[config.mk]
export PLATFORM = sky130hd
export DESIGN_NAME = tsp_engine
export DESIGN_NICKNAME = d
export VERILOG_FILES = /design/src/rtl/core/tsp_pkg.sv /design/src/rtl/core/tsp_engine.sv
export SDC_FILE = /design/constraint.sdc
export NUM_CORES = 1
export LEC_CHECK = 0
export ABC_AREA = 1
export CORE_MARGIN = 1.5
export CORE_UTILIZATION = 53
export CTS_BUF_LIST = sky130_fd_sc_hd__clkbuf_8
export CTS_CLUSTER_DIAMETER = 100
export DETAILED_ROUTE_END_ITERATION = 6
export DONT_BUFFER_PORTS = 1
export HOLD_SLACK_MARGIN = 0.15
export PLACE_DENSITY = 0.82
export SYNTH_ARGS = -nofsm -noshare
export SYNTH_HDL_FRONTEND = slang
export SYNTH_SLANG_ARGS = --single-unit
[constraint.sdc]
create_clock -name clk_i -period 3 [get_ports clk_i]
set_clock_uncertainty 0.05 [all_clocks]
set_input_delay 0.15 -clock clk_i [delete_from_list [all_inputs] [get_ports clk_i]]
set_output_delay 0.15 -clock clk_i [all_outputs]
set_load 0.1 [all_outputs]
[src/rtl/core/tsp_pkg.sv]
// Shared types and constants for the greedy + 2-opt tour search block.
// No dependencies.
package tsp_pkg;

  localparam int unsigned ROWCOL_W   = 5;
  localparam int unsigned DIN_W      = 16;
  localparam int unsigned CFG_W      = 6;
  localparam int unsigned POS_OUT_W  = 6;
  localparam int unsigned CITY_OUT_W = 5;
  localparam int unsigned COST_W     = 22;
  localparam int unsigned S_TDATA_W  = 32;
  localparam int unsigned M_TDATA_W  = 56;

  localparam logic [CFG_W-1:0]  CITY_COUNT_RST = 6'd32;
  localparam logic [COST_W-1:0] COST_MAX       = 22'h3FFFFF;

  // One result beat pushed from the engine toward the output register.
  typedef struct packed {
    logic                  valid;
    logic [POS_OUT_W-1:0]  position;
    logic [CITY_OUT_W-1:0] city;
    logic [COST_W-1:0]     greedy_cost;
    logic [COST_W-1:0]     tour_cost;
    logic                  last;
  } tsp_beat_t;

endpackage

[src/rtl/core/tsp_engine.sv]
// Tour search sequencer: greedy build, 2-opt sweeps and result readout.
// Depends on tsp_pkg; drives the distance and tour RAM ports of the top level.
module tsp_engine #(
  parameter int unsigned MAX_CITIES = 32,
  parameter int unsigned DIST_BITS  = 16
) (
  input  logic                                        clk_i,
  input  logic                                        rst_ni,
  input  logic                                        start_i,
  input  logic [$clog2(MAX_CITIES+1)-1:0]             n_i,
  output logic                                        busy_o,
  output logic                                        dre_o,
  output logic [$clog2(MAX_CITIES*MAX_CITIES)-1:0]    draddr_o,
  input  logic [DIST_BITS-1:0]                        drdata_i,
  output logic                                        twe_o,
  output logic [$clog2(MAX_CITIES+1)-1:0]             twaddr_o,
  output logic [$clog2(MAX_CITIES)-1:0]               twdata_o,
  output logic                                        tre_o,
  output logic [$clog2(MAX_CITIES+1)-1:0]             traddr_o,
  input  logic [$clog2(MAX_CITIES)-1:0]               trdata_i,
  input  logic                                        out_free_i,
  output tsp_pkg::tsp_beat_t                          beat_o
);
  import tsp_pkg::*;

  localparam int unsigned CNT_W  = $clog2(MAX_CITIES + 1);
  localparam int unsigned PW     = CNT_W + 1;
  localparam int unsigned CITY_W = $clog2(MAX_CITIES);
  localparam int unsigned ADDR_W = $clog2(MAX_CITIES * MAX_CITIES);
  localparam int unsigned LEN_W  = DIST_BITS + CNT_W;
  localparam int unsigned DW     = LEN_W + 2;
  localparam int unsigned SW     = (LEN_W > COST_W) ? LEN_W : COST_W;

  localparam logic [4:0] S_IDLE  = 5'd0;
  localparam logic [4:0] S_GINIT = 5'd1;
  localparam logic [4:0] S_GS0   = 5'd2;
  localparam logic [4:0] S_GS1   = 5'd3;
  localparam logic [4:0] S_GPICK = 5'd4;
  localparam logic [4:0] S_GCLS  = 5'd5;
  localparam logic [4:0] S_GSUM  = 5'd6;
  localparam logic [4:0] S_TA    = 5'd7;
  localparam logic [4:0] S_TB    = 5'd8;
  localparam logic [4:0] S_TC    = 5'd9;
  localparam logic [4:0] S_TD    = 5'd10;
  localparam logic [4:0] S_TE    = 5'd11;
  localparam logic [4:0] S_D1    = 5'd12;
  localparam logic [4:0] S_D2    = 5'd13;
  localparam logic [4:0] S_D3    = 5'd14;
  localparam logic [4:0] S_D4    = 5'd15;
  localparam logic [4:0] S_K1    = 5'd16;
  localparam logic [4:0] S_K2    = 5'd17;
  localparam logic [4:0] S_K3    = 5'd18;
  localparam logic [4:0] S_DEC   = 5'd19;
  localparam logic [4:0] S_R1    = 5'd20;
  localparam logic [4:0] S_R2    = 5'd21;
  localparam logic [4:0] S_R3    = 5'd22;
  localparam logic [4:0] S_R4    = 5'd23;
  localparam logic [4:0] S_NXT   = 5'd24;
  localparam logic [4:0] S_ORD   = 5'd25;
  localparam logic [4:0] S_OWT   = 5'd26;

  logic [4:0]            state_q, state_d;
  logic [PW-1:0]         n_q, n_d;
  logic [PW-1:0]         i_q, i_d, j_q, j_d, k_q, k_d;
  logic [CNT_W-1:0]      sc_q, sc_d;
  logic [CITY_W-1:0]     cur_q, cur_d, pick_q, pick_d;
  logic [CITY_W-1:0]     a_q, a_d, b_q, b_d, c_q, c_d, e_q, e_d, u_q, u_d, v_q, v_d;
  logic [DIST_BITS-1:0]  best_q, best_d;
  logic                  found_q, found_d, changed_q, changed_d;
  logic [MAX_CITIES-1:0] vis_q, vis_d;
  logic [LEN_W-1:0]      len_q, len_d, len_sum;
  logic [COST_W-1:0]     greedy_q, greedy_d;
  logic [DW-1:0]         delta_q, delta_d;
  logic [CITY_W-1:0]     cand;

  function automatic logic [ADDR_W-1:0] daddr(input logic [CITY_W-1:0] r,
                                              input logic [CITY_W-1:0] c);
    return ADDR_W'(r) * ADDR_W'(MAX_CITIES) + ADDR_W'(c);
  endfunction

  function automatic logic [COST_W-1:0] sat(input logic [LEN_W-1:0] v);
    logic [SW-1:0] x;
    x = SW'(v);
    return (x > SW'(COST_MAX)) ? COST_MAX : COST_W'(x);
  endfunction

  assign cand    = CITY_W'(sc_q - CNT_W'(1));
  assign len_sum = len_q + LEN_W'(drdata_i);

  always_comb begin
    state_d   = state_q;
    n_d       = n_q;
    i_d       = i_q;
    j_d       = j_q;
    k_d       = k_q;
    sc_d      = sc_q;
    cur_d     = cur_q;
    pick_d    = pick_q;
    a_d       = a_q;
    b_d       = b_q;
    c_d       = c_q;
    e_d       = e_q;
    u_d       = u_q;
    v_d       = v_q;
    best_d    = best_q;
    found_d   = found_q;
    changed_d = changed_q;
    vis_d     = vis_q;
    len_d     = len_q;
    greedy_d  = greedy_q;
    delta_d   = delta_q;
    dre_o     = 1'b0;
    draddr_o  = '0;
    twe_o     = 1'b0;
    twaddr_o  = '0;
    twdata_o  = '0;
    tre_o     = 1'b0;
    traddr_o  = '0;
    beat_o    = '0;

    unique case (state_q)
      S_IDLE: begin
        if (start_i) begin
          n_d     = PW'(n_i);
          state_d = S_GINIT;
        end
      end
      S_GINIT: begin
        twe_o    = 1'b1;
        twaddr_o = '0;
        twdata_o = '0;
        vis_d    = MAX_CITIES'(1);
        cur_d    = '0;
        k_d      = PW'(1);
        len_d    = '0;
        state_d  = (n_q == PW'(1)) ? S_GCLS : S_GS0;
      end
      S_GS0: begin
        dre_o    = 1'b1;
        draddr_o = daddr(cur_q, '0);
        sc_d     = CNT_W'(1);
        found_d  = 1'b0;
        state_d  = S_GS1;
      end
      S_GS1: begin
        if (!vis_q[cand] && (!found_q || drdata_i < best_q)) begin
          best_d  = drdata_i;
          pick_d  = cand;
          found_d = 1'b1;
        end
        if (PW'(sc_q) < n_q) begin
          dre_o    = 1'b1;
          draddr_o = daddr(cur_q, CITY_W'(sc_q));
          sc_d     = sc_q + CNT_W'(1);
        end else begin
          state_d = S_GPICK;
        end
      end
      S_GPICK: begin
        twe_o    = 1'b1;
        twaddr_o = CNT_W'(k_q);
        twdata_o = pick_q;
        vis_d    = vis_q | (MAX_CITIES'(1) << pick_q);
        len_d    = len_q + LEN_W'(best_q);
        cur_d    = pick_q;
        if (k_q + PW'(1) < n_q) begin
          k_d     = k_q + PW'(1);
          state_d = S_GS0;
        end else begin
          state_d = S_GCLS;
        end
      end
      S_GCLS: begin
        twe_o    = 1'b1;
        twaddr_o = CNT_W'(n_q);
        twdata_o = '0;
        dre_o    = 1'b1;
        draddr_o = daddr(cur_q, '0);
        state_d  = S_GSUM;
      end
      S_GSUM: begin
        len_d     = len_sum;
        greedy_d  = sat(len_sum);
        i_d       = '0;
        j_d       = PW'(1);
        k_d       = '0;
        changed_d = 1'b0;
        state_d   = (n_q > PW'(2)) ? S_TA : S_ORD;
      end
      S_TA: begin
        tre_o    = 1'b1;
        traddr_o = CNT_W'(i_q);
        state_d  = S_TB;
      end
      S_TB: begin
        a_d      = trdata_i;
        tre_o    = 1'b1;
        traddr_o = CNT_W'(i_q + PW'(1));
        state_d  = S_TC;
      end
      S_TC: begin
        b_d      = trdata_i;
        tre_o    = 1'b1;
        traddr_o = CNT_W'(j_q + PW'(1));
        state_d  = S_TD;
      end
      S_TD: begin
        c_d      = trdata_i;
        tre_o    = 1'b1;
        traddr_o = CNT_W'(j_q + PW'(2));
        state_d  = S_TE;
      end
      S_TE: begin
        e_d      = trdata_i;
        dre_o    = 1'b1;
        draddr_o = daddr(a_q, c_q);
        state_d  = S_D1;
      end
      S_D1: begin
        delta_d  = DW'(drdata_i);
        dre_o    = 1'b1;
        draddr_o = daddr(b_q, e_q);
        state_d  = S_D2;
      end
      S_D2: begin
        delta_d  = delta_q + DW'(drdata_i);
        dre_o    = 1'b1;
        draddr_o = daddr(a_q, b_q);
        state_d  = S_D3;
      end
      S_D3: begin
        delta_d  = delta_q - DW'(drdata_i);
        dre_o    = 1'b1;
        draddr_o = daddr(c_q, e_q);
        state_d  = S_D4;
      end
      S_D4: begin
        delta_d  = delta_q - DW'(drdata_i);
        u_d      = b_q;
        k_d      = i_q + PW'(1);
        tre_o    = 1'b1;
        traddr_o = CNT_W'(i_q + PW'(2));
        state_d  = S_K1;
      end
      // inner asymmetry term: d(t[k+1],t[k]) - d(t[k],t[k+1])
      S_K1: begin
        v_d      = trdata_i;
        dre_o    = 1'b1;
        draddr_o = daddr(trdata_i, u_q);
        state_d  = S_K2;
      end
      S_K2: begin
        delta_d  = delta_q + DW'(drdata_i);
        dre_o    = 1'b1;
        draddr_o = daddr(u_q, v_q);
        state_d  = S_K3;
      end
      S_K3: begin
        delta_d = delta_q - DW'(drdata_i);
        u_d     = v_q;
        if (k_q == j_q) begin
          state_d = S_DEC;
        end else begin
          k_d      = k_q + PW'(1);
          tre_o    = 1'b1;
          traddr_o = CNT_W'(k_q + PW'(2));
          state_d  = S_K1;
        end
      end
      S_DEC: begin
        if (delta_q[DW-1]) begin
          len_d     = LEN_W'(DW'(len_q) + delta_q);
          changed_d = 1'b1;
          k_d       = i_q + PW'(1);
          sc_d      = CNT_W'(j_q + PW'(1));
          state_d   = S_R1;
        end else begin
          state_d = S_NXT;
        end
      end
      // segment reversal: k is the low pointer, sc the high pointer
      S_R1: begin
        tre_o    = 1'b1;
        traddr_o = CNT_W'(k_q);
        state_d  = S_R2;
      end
      S_R2: begin
        u_d      = trdata_i;
        tre_o    = 1'b1;
        traddr_o = sc_q;
        state_d  = S_R3;
      end
      S_R3: begin
        twe_o    = 1'b1;
        twaddr_o = CNT_W'(k_q);
        twdata_o = trdata_i;
        state_d  = S_R4;
      end
      S_R4: begin
        twe_o    = 1'b1;
        twaddr_o = sc_q;
        twdata_o = u_q;
        k_d      = k_q + PW'(1);
        sc_d     = sc_q - CNT_W'(1);
        state_d  = (k_q + PW'(1) < PW'(sc_q) - PW'(1)) ? S_R1 : S_NXT;
      end
      S_NXT: begin
        if (j_q + PW'(2) < n_q) begin
          j_d     = j_q + PW'(1);
          state_d = S_TA;
        end else if (i_q + PW'(3) < n_q) begin
          i_d     = i_q + PW'(1);
          j_d     = i_q + PW'(2);
          state_d = S_TA;
        end else if (changed_q) begin
          changed_d = 1'b0;
          i_d       = '0;
          j_d       = PW'(1);
          state_d   = S_TA;
        end else begin
          k_d     = '0;
          state_d = S_ORD;
        end
      end
      S_ORD: begin
        tre_o    = 1'b1;
        traddr_o = CNT_W'(k_q);
        state_d  = S_OWT;
      end
      S_OWT: begin
        if (out_free_i) begin
          beat_o.valid       = 1'b1;
          beat_o.position    = POS_OUT_W'(k_q);
          beat_o.city        = CITY_OUT_W'(trdata_i);
          beat_o.greedy_cost = greedy_q;
          beat_o.tour_cost   = sat(len_q);
          beat_o.last        = (k_q == n_q);
          if (k_q == n_q) begin
            state_d = S_IDLE;
          end else begin
            k_d     = k_q + PW'(1);
            state_d = S_ORD;
          end
        end
      end
      default: state_d = S_IDLE;
    endcase
  end

  always_ff @(posedge clk_i or negedge rst_ni) begin
    if (!rst_ni) begin
      state_q   <= S_IDLE;
      vis_q     <= '0;
      changed_q <= 1'b0;
      found_q   <= 1'b0;
      len_q     <= '0;
      greedy_q  <= '0;
    end else begin
      state_q   <= state_d;
      vis_q     <= vis_d;
      changed_q <= changed_d;
      found_q   <= found_d;
      len_q     <= len_d;
      greedy_q  <= greedy_d;
    end
  end

  always_ff @(posedge clk_i) begin
    n_q     <= n_d;
    i_q     <= i_d;
    j_q     <= j_d;
    k_q     <= k_d;
    sc_q    <= sc_d;
    cur_q   <= cur_d;
    pick_q  <= pick_d;
    a_q     <= a_d;
    b_q     <= b_d;
    c_q     <= c_d;
    e_q     <= e_d;
    u_q     <= u_d;
    v_q     <= v_d;
    best_q  <= best_d;
    delta_q <= delta_d;
  end

  assign busy_o = (state_q != S_IDLE);

endmodule
==> Word-level counts from Yosys, hierarchy flattened <==
Index checks and enable logic that the tools add are counted.
{ "totals": {"reg_bits": 196, "input_bits": 31, "out_inout_bits": 88} }
{ "op_classes": {"n_addsub": 22, "n_lt_le_gt_ge": 10, "eq_ne": 43, "shifts": 1, "mux": 63, "bitwise": 1, "n_reduce_logical": 33} }
{ "op_table": {"columns": ["operator", "count"], "rows": [
  ["case mux 5 bit (27 select lines)", 1],
  ["two-way mux 57 bit", 2],
  ["two-way mux 7 bit", 14],
  ["case mux 22 bit (4 select lines)", 1],
  ["case mux 10 bit (8 select lines)", 1],
  ["case mux 24 bit (3 select lines)", 1],
  ["adder 10 x 5 -> 10 bit", 7],
  ["two-way mux 22 bit", 3],
  ["case mux 32 bit (2 select lines)", 1],
  ["case mux 7 bit (9 select lines)", 1],
  ["== test 5 bit (second input constant)", 11],
  ["case mux 6 bit (8 select lines)", 1],
  ["adder 22 x 16 -> 22 bit", 2],
  ["greater-than comparator 22 bit (second input constant)", 2],
  ["== test 5 x 4 -> 1 bit (second input constant)", 8],
  ["two-way mux 5 bit", 8],
  ["bitwise OR 32 bit", 1],
  ["left shift 1 x 5 -> 32 bit (first input constant)", 1],
  ["case mux 5 bit (3 select lines)", 2],
  ["case mux 7 bit (2 select lines)", 2],
  ["adder 24 x 16 -> 24 bit", 1],
  ["inequality test 2 bit (second input constant)", 12],
  ["case mux 6 bit (4 select lines)", 1],
  ["subtractor 24 x 16 -> 24 bit", 1],
  ["49 further kinds", 88]
]} }

==> Depth between registers and ports, before layout <==
Gate-level depths: netlist of the first run.
{ "logic_depth": {"depth_word": 7, "mapped_depth": 24} }

==> Least setup slack after synthesis of the first run <==
No wires, ideal clock.
{ "synth_path": {"path_kind": "register to output", "from": "register state_q[4]", "to": "output port beat_o[15] in the netlist's numbering", "t_arrival_ns": 3.954, "required_ns": 2.800, "path_slack_ns": -1.154, "stages_incl_launch_ff": 7, "n_path_buf": 2, "path_cell_list": "dfrtp_1 -> clkbuf_1 -> nand2_1 -> nor2_1 -> inv_2 -> clkbuf_1 -> nor2_1"} }
{ "synth_lines": {"columns": ["element", "line", "source"], "rows": [
  ["from (decl)", "tsp_engine.sv:62", "logic [4:0] state_q, state_d;"],
  ["from (signal assigned)", "tsp_engine.sv:359", "state_q <= state_d;"],
  ["to (decl)", "tsp_engine.sv:22", "output tsp_pkg::tsp_beat_t beat_o"]
]} }

==> Worst setup path in the final report of the first run <==
{ "layout_path": {"from": "register state_q[4]", "to": "register delta_q[10] (data pin)"} }
{ "layout_via": {"elab_chain_cells": 3} }
{ "layout_lines": {"columns": ["element", "line", "source"], "rows": [
  ["== test 5 bit / == test 5 x 4 -> 1 bit (equally long branches)", "tsp_engine.sv:121", "unique case (state_q)"],
  ["OR reduction 3 bit (no line) / OR reduction 2 bit (equally long branches)", null, null],
  ["case mux 24 bit (3 select lines) (*)", "tsp_engine.sv:121", null],
  ["via delta_d[10]", "tsp_engine.sv:73", "logic [DW-1:0] delta_q, delta_d;"],
  ["to (signal assigned)", "tsp_engine.sv:383", "delta_q <= delta_d;"],
  ["to (decl)", "tsp_engine.sv:73", null]
]} }
The timed path passes the listed nets; every way through them passes the cells marked *.
A chain may end at the register's enable or synchronous reset.

==> results of run 1 <==
registers in the layout, indices dropped and copies added (netlist names), 7 cells and up:
signal and count:
i_q 7, best_q 16, delta_q 24, k_q 7, j_q 7, len_q 22
vis_q 32, greedy_q 22
path summary, 6_finish.rpt:
path	to	slack, ns	depth (start not counted)
max	delta_q[10]	-0.17	18
min reg2reg	vis_q[12]	0.45	2
max reg2reg	delta_q[10]	-0.17	18
max in group asynchronous	state_q[2]	1.14	4
min in group asynchronous	state_q[0]	0.69	3
min	n_q[5]	0.21	1
area by class of cell:
type / instances / area share (%)
multi-input combinational: 1633 / 47.6
sequential: 196 / 26.8
timing repair buffer: 307 / 15.6
inverter: 318 / 5.99
tap: 384 / 2.35
clock buffer: 17 / 1.15
clock inverter: 15 / 0.600
power groups by stage:
stage                     Sequential (W)  Clock [W]  Combinational, W
after floorplan                  0.00425          0           0.00768
after global placement           0.00454          0            0.0112
after detailed placement         0.00455          0            0.0115
after CTS                        0.00450    0.00171            0.0118
after global routing             0.00460    0.00178            0.0140
final                            0.00455    0.00171            0.0130
what timing repair did:
action                                  in CTS  in global routing
hold buffers                                35                  0
buffers inserted                            11                 25
pin swaps                                   16                 49
endpoints found under the setup margin      36                138
gates resized for setup                     36                158
endpoints found under the hold margin      176                  0
layer usage:
metal,routed length [µm],up-vias,track usage [%]
met5,13,-,0
met4,4570,2,23.2
met3,5540,303,6.88
met2,30100,1180,67.5
met1,22800,8071,47.4
li1,-,7917,-
metrics by stage:
step	instance area (µm²)	setup slack (ns)	setup TNS, ns	util (%)	power (W)
2_1_floorplan	15800	-0.747	-3.44	-	0.0119
3_3_place_gp	18700	-0.0240	-0.0618	64.6	0.0158
3_5_place_dp	18700	-0.198	-1.51	64.6	0.0160
4_1_cts	19600	-0.0509	-0.175	67.8	0.0180
5_1_grt	20400	-0.290	-5.43	70.6	0.0204
6_report	20400	-0.166	-1.30	70.6	0.0193
logic make-up (layout without fill, tap and decap cells):
| logic type | after synthesis | count (layout) | share of synthesized area, % |
|---|---|---|---|
| flip-flops | 196 | 196 | 34.8 |
| adder cells (fa/ha/maj) | 116 | 116 | 9.39 |
| XOR/XNOR | 59 | 59 | 3.29 |
| AND/OR/NAND/NOR | 1017 | 1017 | 27.4 |
| AO/OA/AOI/OAI | 441 | 441 | 16.0 |
| buffers and inverters | 368 | 657 | 9.09 |
worst max-delay path, cell delays in order (launching register included):
cell and delay [ns]:
dfrtp_1 0.43, inv_2 0.10, nand3_4 0.10, nor2_4 0.11, inv_2 0.06, nand2_4 0.06, inv_4 0.05, nand2_8 0.10
buf_6 0.14, a31oi_4 0.04, xor2_1 0.17, ha_1 0.40, nand2_2 0.12, o21ai_2 0.26, nor2_4 0.10, o21ai_2 0.21
buf_4 0.14, xnor2_1 0.15, o21ai_1 0.12
cell usage in the layout (no fill, tap or decap), drive strengths merged, types with 9 or more instances in the layout:
| cell type | netlist | layout |
|---|---|---|
| a211oi | 9 | 9 |
| buf | 19 | 273 |
| nor2 | 253 | 253 |
| o221ai | 16 | 16 |
| o22ai | 45 | 45 |
| nor3 | 21 | 21 |
| xnor2 | 18 | 18 |
| edfxtp | 113 | 113 |
| inv | 315 | 319 |
| dlygate4sd3 | 0 | 34 |
| clkbuf | 31 | 17 |
| nand3 | 141 | 141 |
| o21a | 12 | 12 |
| o211ai | 9 | 9 |
| nand4 | 46 | 46 |
| nand2 | 534 | 534 |
| a31oi | 12 | 12 |
| o21ai | 177 | 177 |
| ha | 113 | 113 |
| xor2 | 41 | 41 |
| nand3b | 9 | 9 |
| dfrtp | 83 | 83 |
| a21oi | 132 | 132 |
==> out/qor.yml, run 1 <==
synth_most_common_cell: "nand2_1"
clockPowerShare_pct: 8.9
num_vias: 17500
initial_core_util_pct: 54.3
io-pin-count: 119
finalCritPeriodShare_pct: 106
clock_latency_ns: 0.52
outcome: "finished, violations left"
core_area_um2: 28900
multi_input_area_um2: 9710
p_int_w: 0.00891
areaGrowthSynthToFinish_pct: 30.1
grt.total_usage_pct: 39.8
violations: "negative setup slack"
synth_area_per_cell_um2: 7.15
p_leak_nw: 9.61
post-place-cells: 2767
insertedDiodeCount: 0
wl_per_cell_um: 22.0
antenna_found_initial: 1
critPathLaunchType: "register"
grt_start_max_net_pins: 79
drv_cap: 0
dp_hpwl_um: 46800
yosysWarnings: 0
timing.hold.ws_ns: 0.211
dr.pass1.iters: 7
syn_inst: 2197
p_seq_share_pct: 23.6
p_comb_share_pct: 67.5
crit_type: "register to register"
switching_share_pct: 53.8
timing.rr.start: "state_q[4]"
min_period_ns: 3.17
synth_edf_count: 113
synth_flop_cell: "edfxtp_1"
synth_top_area_share_pct: 21.6
ff_latch_area_um2: 5470
grt-ovfl-total: 0
yosys-top-cells-count: "524 x nand2_1, 301 x inv_1, 246 x nor2_1"
ir_drop_mv: 0.512
slew-limit-headroom_pct: 50.6
cts_buffers: 17
yosys.cell_types.count: 54
syn_area_um2: 15700
synth_fp_nets: 2344
rsz0062_at_grt: "true"
cp-startpoint: "state_q[4]"
die_height_um: 175
worstMarginPinSlew_ns: 0.733
drv_slew: 0
synth-seq-cells: 196
fmax_mhz: 316
ys_seq_area_share_pct: 34.8
crit_fanout: 6
finalHoldViolCount: 0
hold_path.class: "primary input to register"
clkSlewWorstSetupHoldPaths_ns: 0.12
grt_pass1_wl_um: 92800
ctsHtreeMaxLevel: 4
place_congestion: 1.02
clock-sinks: 196
antenna_left: 0
port_buffers: 0
critPathArrivalTime_ns: 3.39
fp.dieArea_um2: 30700
nets: 2620
drive_gt1_share_pct: 22.7
cts-root-buf: "clkbuf_8"
grt_pass1_vias: 16300
p_sw_w: 0.0104
ys_top_cells_by_area: "edfxtp_1 22%, dfrtp_1 13%, nand2_1 13%"
yosysTopAreaCell: "edfxtp_1"
drt_iter0_drc: 1944
finalNonFillerCells: 2870
clk_path_buf_depth: 2
drc: 0
cts_tree: "built"
cp-end-kind: "register"
routed_wl_um: 63000
setup_ws_ns: -0.166
powerDensity_nw_per_um2: 945
critPathRequiredTime_ns: 3.22
fillCellCount: 2328
avgViaCountPerCell: 6.09
hp-start: "n_i[5]"
setup_violations: 17
async_reset_ff_share_pct: 42.3
rows: 62
die_w_um: 175
(Power assumes the default switching activity.)
==> run 2, diff against run 1 <==
- CORE_MARGIN: 1.5 -> 2
- SKIP_LAST_GASP: unset -> 1
==> out/qor.yml, run 2 (same netlist as run 1, synthesis figures left out) <==
areaGrowthSynthToFinish_pct: 29.8
cp-end-kind: "register"
clkSlewWorstSetupHoldPaths_ns: 0.12  # about the same
final_util_pct: 69.3  # -1.3 points
cts_buffers: 17  # unchanged
min_to: "greedy_q[9]"
routed-wl-met3_um: 5050  # -8.8%
grt_start_max_net_pins: 84  # +6.3%
finalCritPeriodShare_pct: 105  # -1.0 points
reg.largest.list: "vis_q x32, delta_q x24"
p_comb_share_pct: 66.8  # -0.7 points
drc: 0  # unchanged
slew-limit-headroom_pct: 49.2  # -1.4 points
wl_met2_um: 27900  # -7.4%
finalHoldViolCount: 0  # unchanged
core_area_um2: 29400  # +1.6%
p_seq_share_pct: 23.4  # -0.2 points
switching_share_pct: 53.2  # -0.63 points
setup_ws_ns: -0.136  # +0.0305 ns
place_congestion: 1.01  # -1.8%
initial_core_util_pct: 53.4  # -0.86 points
outcome: "finished, violations left"
largest_register_ff_count: 32  # unchanged
layout_commonest_cell: "nand2_1"
critPathRequiredTime_ns: 3.23  # about the same
drt-met1-wl_um: 22100  # -3.2%
pre_cts_ws_ns: -0.213  # -0.0148 ns
ctsHtreeMaxLevel: 4  # unchanged
drive_gt1_share_pct: 23.2  # +0.43 points
rsz0062_at_grt: "true"
r2r.worst_path.cells: 19  # +1
drt_iter0_drc: 1730  # -11%
rows: 63  # +1.6%
powerDensity_nw_per_um2: 951  # +0.63%
critPathArrivalTime_ns: 3.36  # -0.03 ns
port_buffers: 0  # unchanged
routed_wl_um: 59000  # -6.4%
p_sw_w: 0.0103  # -0.74%
crit_fanout: 7  # +1
design_area_um2: 20400  # -0.20%
grt.total_usage_pct: 36.5  # -3.3 points
highest_layer: "met4"
cts-root-buf: "clkbuf_8"
insertedDiodeCount: 0  # unchanged
die_height_um: 176  # +0.57%
clockPowerShare_pct: 9.8  # +0.9 points
drv_cap: 0  # unchanged
fp.dieArea_um2: 31000  # +1.1%
hp-start: "drdata_i[9]"
num_vias: 17100  # -2.1%
r2r_slack_ns: -0.14  # +0.03 ns
p_int_w: 0.00907  # +1.8%
p_leak_nw: 9.57  # -0.42%
timing.rr.start: "state_q[4]"
fmax_mhz: 319  # +0.97%
hold_path.class: "primary input to register"
regMostFlops: "vis_q"
nets: 2600  # -0.76%
tns_ns: -0.714  # +0.582 ns
clk_path_buf_depth: 2  # unchanged
grt_pass1_wl_um: 87200  # -6.0%
clock-sinks: 196  # unchanged
placed_cell_area_um2: 18500  # -0.99%
dr.pass1.iters: 5  # -2
worstMarginPinSlew_ns: 0.759  # +0.0255 ns
grt-ovfl-total: 0  # unchanged
violations: "negative setup slack"
io-pin-count: 119  # unchanged
clock_latency_ns: 0.51  # about the same
wl_per_cell_um: 20.6  # -6.0%
critPathLaunchType: "register"
grt_pass1_vias: 15900  # -2.2%
layout_common_cells: "485 x nand2_1, 290 x inv_1, 183 x buf_4"
antenna_found_initial: 0  # -1
dp_hpwl_um: 44100  # -5.7%
setup_violations: 14  # -3
die_w_um: 176  # +0.57%
power_w: 0.0194  # +0.43%
crit_type: "register to register"
antenna_left: 0  # unchanged
avgViaCountPerCell: 5.99  # -1.6%
ir_drop_mv: 0.418  # -18%
holdPathStages: 3  # +2
min_period_ns: 3.14  # -0.0305 ns
r2r_end: "delta_q[9]"
drv_slew: 0  # unchanged
cts_tree: "built"
## run 2: per-layer routing
metal  vias up  GRT usage, %
met5         -             0
met4         0          21.5
met3       241          5.19
met2      1020          60.5
met1      7969          45.5
li1       7883             -
## run 2: stage by stage
stage / cells / hold WS (ns)
floorplan: 2197 / -0.196
global placement: 2749 / -0.193
detailed placement: 2749 / -0.193
CTS: 2824 / 0.169
global route: 2856 / 0.182
finish: 2856 / 0.176
## run 2: critical path: stages (launching register included)
cell,delay [ns]
dfrtp_1,0.43
inv_2,0.11
nand3_4,0.11
nor2_4,0.11
inv_2,0.05
nand2_2,0.09
inv_4,0.05
nand2_8,0.12
inv_8,0.05
buf_6,0.13
nand2_4,0.05
xor2_1,0.14
ha_1,0.30
a21o_1,0.24
nor2_2,0.14
o21ai_4,0.11
buf_4,0.15
a21oi_2,0.14
xor2_1,0.23
o21ai_1,0.09
## run 2: area by class of cell
| type | count | area (µm²) |
|---|---|---|
| Clock buffer | 17 | 234 |
| Clock inverter | 15 | 191 |
| Fill cell | 2362 | 9010 |
| Inverter | 318 | 1230 |
| Multi-Input combinational cell | 1633 | 9740 |
| Sequential cell | 196 | 5470 |
| Tap cell | 390 | 488 |
| Timing Repair Buffer | 286 | 3030 |
| Timing Repair inverter | 1 | 6.26 |
## run 2: worst max path at each step
stage               start  slack [ns]           to  cells after the start
2_1_floorplan      n_q[1]       -0.75  draddr_o[1]                      6
3_3_place_gp   state_q[2]       -0.06  delta_q[22]                     20
3_5_place_dp   state_q[2]       -0.21  delta_q[20]                     19
4_1_cts        state_q[4]       -0.03   delta_q[9]                     20
5_1_grt        state_q[4]       -0.28   delta_q[9]                     19
6_report       state_q[4]       -0.14   delta_q[9]                     19
## run 2: timing repair
item                                    CTS  global route
pin swaps                                16            85
endpoints found under the hold margin   177             0
hold buffers                             32             0
resized for setup                        37           189
setup buffers                            11            31
gates cloned                              0             2
endpoints found under the setup margin   20            70
## run 2: power groups by stage
stage | Clock [W] | Sequential (W) | Combinational, W
5_1_grt | 0.00199 | 0.00458 | 0.0139
2_1_floorplan | 0 | 0.00425 | 0.00768
6_report | 0.00190 | 0.00453 | 0.0129
3_3_place_gp | 0 | 0.00451 | 0.0110
4_1_cts | 0.00191 | 0.00449 | 0.0116
3_5_place_dp | 0 | 0.00454 | 0.0113
